[src/design/tkpjq_pkg.sv]
// shared types, codes and key compare for the two-key priority job queue
package tkpjq_pkg;

  localparam int unsigned FIELD_W = 16;
  localparam int unsigned OCC_W   = 7;

  typedef enum logic {
    ACT_INSERT = 1'b0,
    ACT_POP    = 1'b1
  } action_t;

  typedef enum logic [1:0] {
    STAT_INSERTED = 2'd0,
    STAT_POPPED   = 2'd1,
    STAT_EMPTY    = 2'd2,
    STAT_FULL     = 2'd3
  } status_t;

  typedef enum logic [2:0] {
    ST_IDLE,
    ST_FIN,
    ST_POP,
    ST_SCAN,
    ST_PLACE
  } state_t;

  typedef struct packed {
    logic [FIELD_W-1:0] id;
    logic [FIELD_W-1:0] prio;
    logic [FIELD_W-1:0] size;
  } job_t;

  // true when job a must be served strictly after job b
  function automatic logic goes_after(input job_t a, input job_t b);
    logic res;
    if (a.prio != b.prio) begin
      res = (a.prio > b.prio);
    end else begin
      res = (a.size > b.size);
    end
    return res;
  endfunction

endpackage

[src/design/tkpjq_if.sv]
// valid/ready channel interfaces for job requests and queue results
interface tkpjq_in_if;
  logic                                valid;
  logic                                ready;
  logic                                action;
  logic [tkpjq_pkg::FIELD_W-1:0]       job_id;
  logic [tkpjq_pkg::FIELD_W-1:0]       job_priority;
  logic [tkpjq_pkg::FIELD_W-1:0]       job_size;

  modport source (output valid, action, job_id, job_priority, job_size, input ready);
  modport sink   (input valid, action, job_id, job_priority, job_size, output ready);
endinterface

interface tkpjq_out_if;
  logic                                valid;
  logic                                ready;
  logic [1:0]                          status;
  logic [tkpjq_pkg::FIELD_W-1:0]       head_id;
  logic [tkpjq_pkg::FIELD_W-1:0]       head_priority;
  logic [tkpjq_pkg::FIELD_W-1:0]       head_size;
  logic [tkpjq_pkg::OCC_W-1:0]         occupancy;

  modport source (output valid, status, head_id, head_priority, head_size, occupancy,
                  input ready);
  modport sink   (input valid, status, head_id, head_priority, head_size, occupancy,
                  output ready);
endinterface

[src/design/two_key_priority_job_queue.sv]
// top level: stable two-key priority job queue kept as a sorted ring in one ram
// the result is registered in the output slot when the item finishes; an insert scans
//   from the tail down and moves at most DEPTH-1 entries, one entry moved per cycle
// one item at a time: a new request is taken only after the last result is loaded
// reset: synchronous active-low rst_n empties the queue; ram contents
//   are not cleared and no clearing pass runs, only entries below the count are read
module two_key_priority_job_queue #(
  parameter int unsigned DEPTH = 64
) (
  input  logic                 clk,
  input  logic                 rst_n,
  tkpjq_in_if.sink             in_chan,
  tkpjq_out_if.source          out_chan
);

  localparam int unsigned AW = (DEPTH > 1) ? $clog2(DEPTH) : 1;
  localparam int unsigned CW = $clog2(DEPTH + 1);

  // ring storage: entries head .. tail-1 are sorted by (priority, size), stable
  tkpjq_pkg::job_t mem [DEPTH];
  tkpjq_pkg::job_t rdata_r;

  // ram port controls
  logic            re;
  logic [AW-1:0]   raddr;
  logic            we;
  logic [AW-1:0]   waddr;
  tkpjq_pkg::job_t wdata;

  // control state
  tkpjq_pkg::state_t  state_r, state_nxt;
  logic [CW-1:0]      count_r, count_nxt;
  logic [AW-1:0]      head_r, head_nxt;
  logic [AW-1:0]      tail_r, tail_nxt;

  // per-item working registers
  tkpjq_pkg::job_t    new_r, new_nxt;
  tkpjq_pkg::status_t stat_r, stat_nxt;
  logic [AW-1:0]      p_r, p_nxt;        // ring slot of the entry in rdata_r
  logic [CW-1:0]      k_r, k_nxt;        // entries still to look at, incl. p_r

  // output register
  logic               out_valid_r, out_valid_nxt;
  tkpjq_pkg::status_t out_stat_r;
  tkpjq_pkg::job_t    out_job_r;
  logic [tkpjq_pkg::OCC_W-1:0] out_occ_r;

  // finishing an item
  logic               fin;
  logic               fin_go;
  logic               can_emit;
  tkpjq_pkg::status_t emit_stat;
  tkpjq_pkg::job_t    emit_job;

  logic               in_fire;
  tkpjq_pkg::job_t    in_job;
  logic               is_full;
  logic               is_empty;
  logic               ga;
  logic [AW-1:0]      p_inc;
  logic [AW-1:0]      p_dec;
  logic [AW-1:0]      tail_dec;

  function automatic logic [AW-1:0] ring_inc(input logic [AW-1:0] x);
    logic [AW-1:0] r;
    if (x == AW'(DEPTH - 1)) begin
      r = '0;
    end else begin
      r = x + 1'b1;
    end
    return r;
  endfunction

  function automatic logic [AW-1:0] ring_dec(input logic [AW-1:0] x);
    logic [AW-1:0] r;
    if (x == '0) begin
      r = AW'(DEPTH - 1);
    end else begin
      r = x - 1'b1;
    end
    return r;
  endfunction

  assign in_chan.ready = (state_r == tkpjq_pkg::ST_IDLE);
  assign in_fire       = in_chan.valid && in_chan.ready;
  assign in_job        = '{id: in_chan.job_id, prio: in_chan.job_priority,
                           size: in_chan.job_size};

  assign is_full  = (count_r == CW'(DEPTH));
  assign is_empty = (count_r == '0);
  assign ga       = tkpjq_pkg::goes_after(rdata_r, new_r);
  assign p_inc    = ring_inc(p_r);
  assign p_dec    = ring_dec(p_r);
  assign tail_dec = ring_dec(tail_r);

  // output slot is free when empty or being drained this cycle
  assign can_emit = !out_valid_r || out_chan.ready;
  assign fin_go   = fin && can_emit;

  // sequencer: next state, ram port and result selection
  always_comb begin
    state_nxt = state_r;
    new_nxt   = new_r;
    stat_nxt  = stat_r;
    p_nxt     = p_r;
    k_nxt     = k_r;
    re        = 1'b0;
    raddr     = head_r;
    we        = 1'b0;
    waddr     = tail_r;
    wdata     = new_r;
    fin       = 1'b0;
    emit_stat = stat_r;
    emit_job  = '0;

    unique case (state_r)
      tkpjq_pkg::ST_IDLE: begin
        if (in_fire) begin
          new_nxt = in_job;
          if (in_chan.action == tkpjq_pkg::ACT_POP) begin
            if (is_empty) begin
              stat_nxt  = tkpjq_pkg::STAT_EMPTY;
              state_nxt = tkpjq_pkg::ST_FIN;
            end else begin
              // fetch the head entry
              re        = 1'b1;
              raddr     = head_r;
              stat_nxt  = tkpjq_pkg::STAT_POPPED;
              state_nxt = tkpjq_pkg::ST_POP;
            end
          end else begin
            if (is_full) begin
              stat_nxt  = tkpjq_pkg::STAT_FULL;
              state_nxt = tkpjq_pkg::ST_FIN;
            end else if (is_empty) begin
              // lone job goes straight into the tail slot
              we        = 1'b1;
              waddr     = tail_r;
              wdata     = in_job;
              stat_nxt  = tkpjq_pkg::STAT_INSERTED;
              state_nxt = tkpjq_pkg::ST_FIN;
            end else begin
              // start the backward scan at the last entry
              re        = 1'b1;
              raddr     = tail_dec;
              p_nxt     = tail_dec;
              k_nxt     = count_r;
              stat_nxt  = tkpjq_pkg::STAT_INSERTED;
              state_nxt = tkpjq_pkg::ST_SCAN;
            end
          end
        end
      end

      tkpjq_pkg::ST_FIN: begin
        fin = 1'b1;
        if (can_emit) begin
          state_nxt = tkpjq_pkg::ST_IDLE;
        end
      end

      tkpjq_pkg::ST_POP: begin
        // rdata_r holds the head entry until the result is taken
        fin       = 1'b1;
        emit_job  = rdata_r;
        if (can_emit) begin
          state_nxt = tkpjq_pkg::ST_IDLE;
        end
      end

      tkpjq_pkg::ST_SCAN: begin
        if (ga) begin
          // entry must follow the new job: move it up one slot
          we    = 1'b1;
          waddr = p_inc;
          wdata = rdata_r;
          if (k_r > CW'(1)) begin
            re    = 1'b1;
            raddr = p_dec;
            p_nxt = p_dec;
            k_nxt = k_r - 1'b1;
          end else begin
            state_nxt = tkpjq_pkg::ST_PLACE;
          end
        end else begin
          // equal or smaller key stays ahead: new job lands just behind it
          we    = 1'b1;
          waddr = p_inc;
          wdata = new_r;
          fin   = 1'b1;
          if (can_emit) begin
            state_nxt = tkpjq_pkg::ST_IDLE;
          end
        end
      end

      tkpjq_pkg::ST_PLACE: begin
        // every held job went after the new one: it becomes the head
        we    = 1'b1;
        waddr = p_r;
        wdata = new_r;
        fin   = 1'b1;
        if (can_emit) begin
          state_nxt = tkpjq_pkg::ST_IDLE;
        end
      end

      default: begin
        state_nxt = tkpjq_pkg::ST_IDLE;
      end
    endcase
  end

  // occupancy and ring pointers move once, when the result is loaded
  always_comb begin
    count_nxt = count_r;
    head_nxt  = head_r;
    tail_nxt  = tail_r;
    if (fin_go) begin
      unique case (emit_stat)
        tkpjq_pkg::STAT_INSERTED: begin
          count_nxt = count_r + 1'b1;
          tail_nxt  = ring_inc(tail_r);
        end
        tkpjq_pkg::STAT_POPPED: begin
          count_nxt = count_r - 1'b1;
          head_nxt  = ring_inc(head_r);
        end
        tkpjq_pkg::STAT_EMPTY,
        tkpjq_pkg::STAT_FULL: begin
          count_nxt = count_r;
        end
        default: begin
          count_nxt = count_r;
        end
      endcase
    end
  end

  always_comb begin
    if (fin_go) begin
      out_valid_nxt = 1'b1;
    end else if (out_valid_r && out_chan.ready) begin
      out_valid_nxt = 1'b0;
    end else begin
      out_valid_nxt = out_valid_r;
    end
  end

  // ram: one write and one registered read per cycle
  always_ff @(posedge clk) begin
    if (we) begin
      mem[waddr] <= wdata;
    end
    if (re) begin
      rdata_r <= mem[raddr];
    end
  end

  // control registers
  always_ff @(posedge clk) begin
    if (!rst_n) begin
      state_r     <= tkpjq_pkg::ST_IDLE;
      count_r     <= '0;
      head_r      <= '0;
      tail_r      <= '0;
      out_valid_r <= 1'b0;
    end else begin
      state_r     <= state_nxt;
      count_r     <= count_nxt;
      head_r      <= head_nxt;
      tail_r      <= tail_nxt;
      out_valid_r <= out_valid_nxt;
    end
  end

  // payload registers
  always_ff @(posedge clk) begin
    new_r  <= new_nxt;
    stat_r <= stat_nxt;
    p_r    <= p_nxt;
    k_r    <= k_nxt;
    if (fin_go) begin
      out_stat_r <= emit_stat;
      out_job_r  <= emit_job;
      out_occ_r  <= tkpjq_pkg::OCC_W'(count_nxt);
    end
  end

  assign out_chan.valid         = out_valid_r;
  assign out_chan.status        = out_stat_r;
  assign out_chan.head_id       = out_job_r.id;
  assign out_chan.head_priority = out_job_r.prio;
  assign out_chan.head_size     = out_job_r.size;
  assign out_chan.occupancy     = out_occ_r;

  // checks
  logic [AW:0] ring_sum;
  logic [AW:0] ring_wrap;
  assign ring_sum  = {1'b0, head_r} + (AW+1)'(count_r);
  assign ring_wrap = (ring_sum >= (AW+1)'(DEPTH)) ? ring_sum - (AW+1)'(DEPTH) : ring_sum;

  a_count_bound: assert property (@(posedge clk) disable iff (!rst_n)
    count_r <= CW'(DEPTH))
    else $error("queue count above depth");

  a_ring_consistent: assert property (@(posedge clk) disable iff (!rst_n)
    (count_r == CW'(DEPTH)) || (tail_r == ring_wrap[AW-1:0]))
    else $error("tail pointer out of step with head and count");

  a_no_same_slot: assert property (@(posedge clk) disable iff (!rst_n)
    (we && re) |-> (waddr != raddr))
    else $error("ram read and write hit the same slot");

  a_pop_drops_count: assert property (@(posedge clk) disable iff (!rst_n)
    (fin_go && (emit_stat == tkpjq_pkg::STAT_POPPED)) |=>
      (count_r == $past(count_r) - 1'b1))
    else $error("pop did not reduce the count");

  a_scan_left: assert property (@(posedge clk) disable iff (!rst_n)
    (state_r == tkpjq_pkg::ST_SCAN) |-> (k_r != '0))
    else $error("scan running with no entries left");

endmodule
[src/flat_wrapper.sv]
// flat-port wrapper written by rule: the top's interface ports become plain ports
module two_key_priority_job_queue_flat 
#(
  parameter int unsigned DEPTH = 64
)
  (clk, rst_n, in_chan_valid, in_chan_action, in_chan_job_id, in_chan_job_priority, in_chan_job_size, in_chan_ready, out_chan_valid, out_chan_status, out_chan_head_id, out_chan_head_priority, out_chan_head_size, out_chan_occupancy, out_chan_ready);
  tkpjq_in_if in_chan_i ();
  tkpjq_out_if out_chan_i ();
  input  logic clk;
  input  logic rst_n;
  input wire logic [$bits(in_chan_i.valid)-1:0] in_chan_valid;
  input wire logic [$bits(in_chan_i.action)-1:0] in_chan_action;
  input wire logic [$bits(in_chan_i.job_id)-1:0] in_chan_job_id;
  input wire logic [$bits(in_chan_i.job_priority)-1:0] in_chan_job_priority;
  input wire logic [$bits(in_chan_i.job_size)-1:0] in_chan_job_size;
  output wire logic [$bits(in_chan_i.ready)-1:0] in_chan_ready;
  output wire logic [$bits(out_chan_i.valid)-1:0] out_chan_valid;
  output wire logic [$bits(out_chan_i.status)-1:0] out_chan_status;
  output wire logic [$bits(out_chan_i.head_id)-1:0] out_chan_head_id;
  output wire logic [$bits(out_chan_i.head_priority)-1:0] out_chan_head_priority;
  output wire logic [$bits(out_chan_i.head_size)-1:0] out_chan_head_size;
  output wire logic [$bits(out_chan_i.occupancy)-1:0] out_chan_occupancy;
  input wire logic [$bits(out_chan_i.ready)-1:0] out_chan_ready;
  assign in_chan_i.valid = in_chan_valid;
  assign in_chan_i.action = in_chan_action;
  assign in_chan_i.job_id = in_chan_job_id;
  assign in_chan_i.job_priority = in_chan_job_priority;
  assign in_chan_i.job_size = in_chan_job_size;
  assign in_chan_ready = in_chan_i.ready;
  assign out_chan_valid = out_chan_i.valid;
  assign out_chan_status = out_chan_i.status;
  assign out_chan_head_id = out_chan_i.head_id;
  assign out_chan_head_priority = out_chan_i.head_priority;
  assign out_chan_head_size = out_chan_i.head_size;
  assign out_chan_occupancy = out_chan_i.occupancy;
  assign out_chan_i.ready = out_chan_ready;
  two_key_priority_job_queue #(.DEPTH(DEPTH)) u_core (.clk(clk), .rst_n(rst_n), .in_chan(in_chan_i), .out_chan(out_chan_i));
endmodule
[config.mk]
export PLATFORM = sky130hd
export DESIGN_NAME = two_key_priority_job_queue_flat
export DESIGN_NICKNAME = d
export VERILOG_FILES = /design/src/design/tkpjq_pkg.sv /design/src/design/tkpjq_if.sv /design/src/design/two_key_priority_job_queue.sv /design/src/flat_wrapper.sv
export SDC_FILE = /design/constraint.sdc
export NUM_CORES = 2
export LEC_CHECK = 0
export BUFFER_PORTS_ARGS = -buffer_cell sky130_fd_sc_hd__buf_2
export CAP_MARGIN = 20
export CORE_UTILIZATION = 30
export DETAILED_ROUTE_END_ITERATION = 12
export PLACE_DENSITY_LB_ADDON = 0.3
export SETUP_SLACK_MARGIN = 0.02
export SYNTH_ARGS = -nofsm -noshare
export SYNTH_HDL_FRONTEND = slang
export SYNTH_SLANG_ARGS = --single-unit
[constraint.sdc]
create_clock -name clk -period 6.2 [get_ports clk]
set_input_delay 0.93 -clock clk [delete_from_list [all_inputs] [get_ports clk]]
set_output_delay 0.93 -clock clk [all_outputs]
set_load 0.01 [all_outputs]
==> flow_summary.toml <==
[yosys]
yosysWarnings = 0
synth_cell_type_count = 83
synth_area_per_cell_um2 = 20.2
synthTopCellsByArea = "edfxtp_1, mux4_2, mux2i_1"
yosys_most_used_dff = "edfxtp_1"
synth_edf_count = 3240
yosys.area.top_type = "edfxtp_1"
ys_seq_area_share_pct = 77.4
ys_async_sr_fraction_pct = 0
synth_top_area_share_pct = 77.0
synth_area_um2 = 126000
syn-num-nets = 6345
syn_inst = 6247
ys_seq_elements = 3263

[sta]
finalSetupViolations = 0
max_freq_mhz = 164
finalMaxSlewViolations = 0
setup_tns_ns = 0
relSlewSlack_pct = 19.7
hold_viol_final = 0
worst_slew_pin_slew_ns = 1.20
period_share_pct = 98.3
timing.final.ws_setup_ns = 0.104
clock_skew_ns = 0.101
fin_crit_ns = 6.10

[routing]
drtAntennaViolNets = 1
drt_pass1_iterations = 6
vias_per_cell = 5.34
drt-wirelength-per-cell_um = 32.0
drt_iter0_drc = 8487
routed_wl_um = 405000
vias = 67600
drc_errors = 0

[worst_setup_path]
end_kind = "flip-flop"
critPathMaxFanout = 19
path_cells = "ha_1 > nor2b_1 > o211ai_1 > a2111oi_0 > buf_4 > nor4b_4 > buf_4 > o21a_1 > o211a_4 > buf_12 > buf_12 > buf_4 > mux4_2 > a22oi_1 > nand2_1 > a21oi_1 > nor4_1"
crit_top_cell = "buf_4"
cp.required_ns = 6.79
worstPathArrival_ns = 6.69
slowest_delay_ns = 0.74
worst-r2r-cell-count = 17
crit_buf_inv = 5
ff2ff_setup_slack_ns = 0.10
r2r_end = "u_core.rdata_r[0]"
critical-path-slowest-cell = "o211ai_1"
cp-start-kind = "flip-flop"
cp_top_family = "compound AO/OA/AOI/OAI gates"
worstReg2RegStart = "u_core.rdata_r[17]"
crit_type = "reg -> reg"

[place]
placed_area_um2 = 139000
numPlacedInstances = 12000
io_buffers = 111
dp_slack_ns = -0.208
gp_congestion = 0.810
dpl.hpwl_um = 231000

[grt]
overflow = 0
grt_use_total_pct = 18.6
antenna_found_initial = 12
gr-max-usage-layer = "met2"
use_met3_pct = 3.21
met2_usage_pct = 30.9
grt_util_met1_pct = 24.7
grt_pass1_vias = 67800
grt_pass1_wl_um = 555000
grt_max_degree = 65

[cts]
cts_sinks = 3263
root_buffer = "clkbuf_16"
cts_max_path_buffers = 4
numCtsBuffers = 336
cts_tree = "built"
clkTransAtPathRegs_ns = 0.06
hold_buffers = 0
htree_levels = 5
clk_latency_ns = 0.94

[flow_run]
maxCapViolCount = 0

[layout]
area_growth_pct = 18.3
fill_cells = 38500
final_area_um2 = 149000
nNetsFinal = 6984
final_cells = 12600
drive_above_1_share_pct = 25.0
fin_util_pct = 35.7

[min_path]
hp-class = "in -> reg"
worstHoldStart = "in_chan_job_size[7]"
min_to = "u_core.new_r[7]"
whs_path_depth = 1

[power]
p_leak_uw = 0.0496
ir_drop_mv = 0.562
p_per_area_nw_per_um2 = 481

[status]
status = "finished, violations left"
violations = "antenna rules"

[floorplan]
fp.dieArea_um2 = 424000
pin_count = 112
die_y_um = 651
die_w_um = 651
initial_core_util_pct = 30.2
core.rowCount = 237
core_area_um2 = 418000
==> cell families after synthesis <==
logic type / after synthesis / synth area share (%)
compound gates: 812 / 4.57
simple gates: 709 / 2.64
flops: 3263 / 77.4
mux: 949 / 12.9
xor+xnor: 28 / 0.194
buf+inv: 441 / 1.87
fa+ha+maj: 45 / 0.452
==> where the power goes <==
group          internal (µW)  leakage [µW]  switching, µW
Clock                  11400       0.00516           8510
Sequential             29800        0.0295            590
Combinational           8050        0.0149          13500
==> routing by layer <==
layer / up-vias / routed length (µm)
met5: - / 0
met4: 0 / 14600
met3: 642 / 30600
met2: 2938 / 195000
met1: 36800 / 164000
li1: 27200 / -
==> sequential cells by signal (all words and copies together), names as in the netlist <==
signal and flops:
u_core.mem 3072, u_core.new_r 48, u_core.rdata_r 48, u_core.out_chan.head_id 16, u_core.out_chan.head_priority 16, u_core.out_chan.head_size 16
u_core.count_r 7, u_core.k_r 7, u_core.out_chan.occupancy 7, u_core.head_r 6, u_core.p_r 6, u_core.tail_r 6
u_core.state_r 3, u_core.emit_stat 2, u_core.out_chan.status 2, u_core.out_chan.valid 1
==> worst max path at each step <==
stage / start / endpoint / slack [ns] / cells after the start
finish: u_core.rdata_r[17] / u_core.rdata_r[0] / 0.10 / 17
global route: u_core.rdata_r[17] / u_core.rdata_r[47] / -0.01 / 17
CTS: u_core.rdata_r[17] / u_core.rdata_r[0] / 0.09 / 16
detailed placement: u_core.rdata_r[17] / u_core.rdata_r[0] / -0.21 / 16
global placement: u_core.rdata_r[17] / u_core.rdata_r[0] / -0.18 / 16
floorplan: u_core.rdata_r[30] / u_core.rdata_r[0] / 1.42 / 8
==> final cells by class <==
class                   instances  area [µm²]  area share (%)
flip-flops and latches       3263       97800            65.4
multi-input cells            2543       27000            18.0
clock buffers                 407        8840            5.92
well taps                    5497        6880            4.60
repair buffers                644        6870            4.60
clock inverters               183        1760            1.18
inverters                      98         370           0.248
diodes                         13        32.5          0.0218
==> layout by cell type (no fill, tap or decap), types with 81 or more instances in the layout <==
| master | instances |
|---|---|
| a22oi_1 | 296 |
| a21oi_1 | 121 |
| buf_12 | 180 |
| clkinv_1 | 85 |
| buf_2 | 111 |
| inv_1 | 81 |
| edfxtp_1 | 3240 |
| buf_4 | 350 |
| nand2_1 | 356 |
| clkbuf_16 | 344 |
| mux4_2 | 542 |
| mux2i_1 | 380 |
==> worst reg2reg max path: stages (launching register included) <==
cell,delay [ns]
edfxtp_1,0.67
ha_1,0.35
nor2b_1,0.13
o211ai_1,0.74
a2111oi_0,0.28
buf_4,0.22
nor4b_4,0.25
buf_4,0.23
o21a_1,0.27
o211a_4,0.39
buf_12,0.24
buf_12,0.25
buf_4,0.23
mux4_2,0.52
a22oi_1,0.26
nand2_1,0.09
a21oi_1,0.55
nor4_1,0.13
==> metrics by stage <==
step                      hold WS (ns)  total power (µW)
after floorplan                  0.442             42800
after global placement           0.498             52000
after detailed placement         0.505             52600
after CTS                        0.176             72300
after global routing             0.203             74300
final                            0.238             71800
==> Yosys cell counts, drive strengths merged, types with 5 or more instances <==
cell type,number
a32oi,14
mux4,542
a21o,12
o22ai,82
clkbuf,112
nor4,31
a211oi,59
xor2,14
nor3,19
nand3,24
a31oi,17
mux2,26
and2,61
and3,11
a21boi,5
xnor2,14
or3,5
a22o,33
edfxtp,3240
nand4,14
o21ai,73
nor2,127
nor2b,13
dfxtp,23
o211ai,5
mux2i,381
nand2b,8
a211o,14
buf,231
a21oi,122
a222oi,48
ha,44
a22oi,297
nand2,359
inv,97
and4,29
==> what timing repair did <==
item	4_1_cts	5_1_grt
gates resized for setup	1	0
endpoints found under the setup margin	12	5
setup buffers	0	2
pin swaps	0	2
cloned	0	0
hold endpoints to repair	0	0
(Power assumes the default switching activity.)
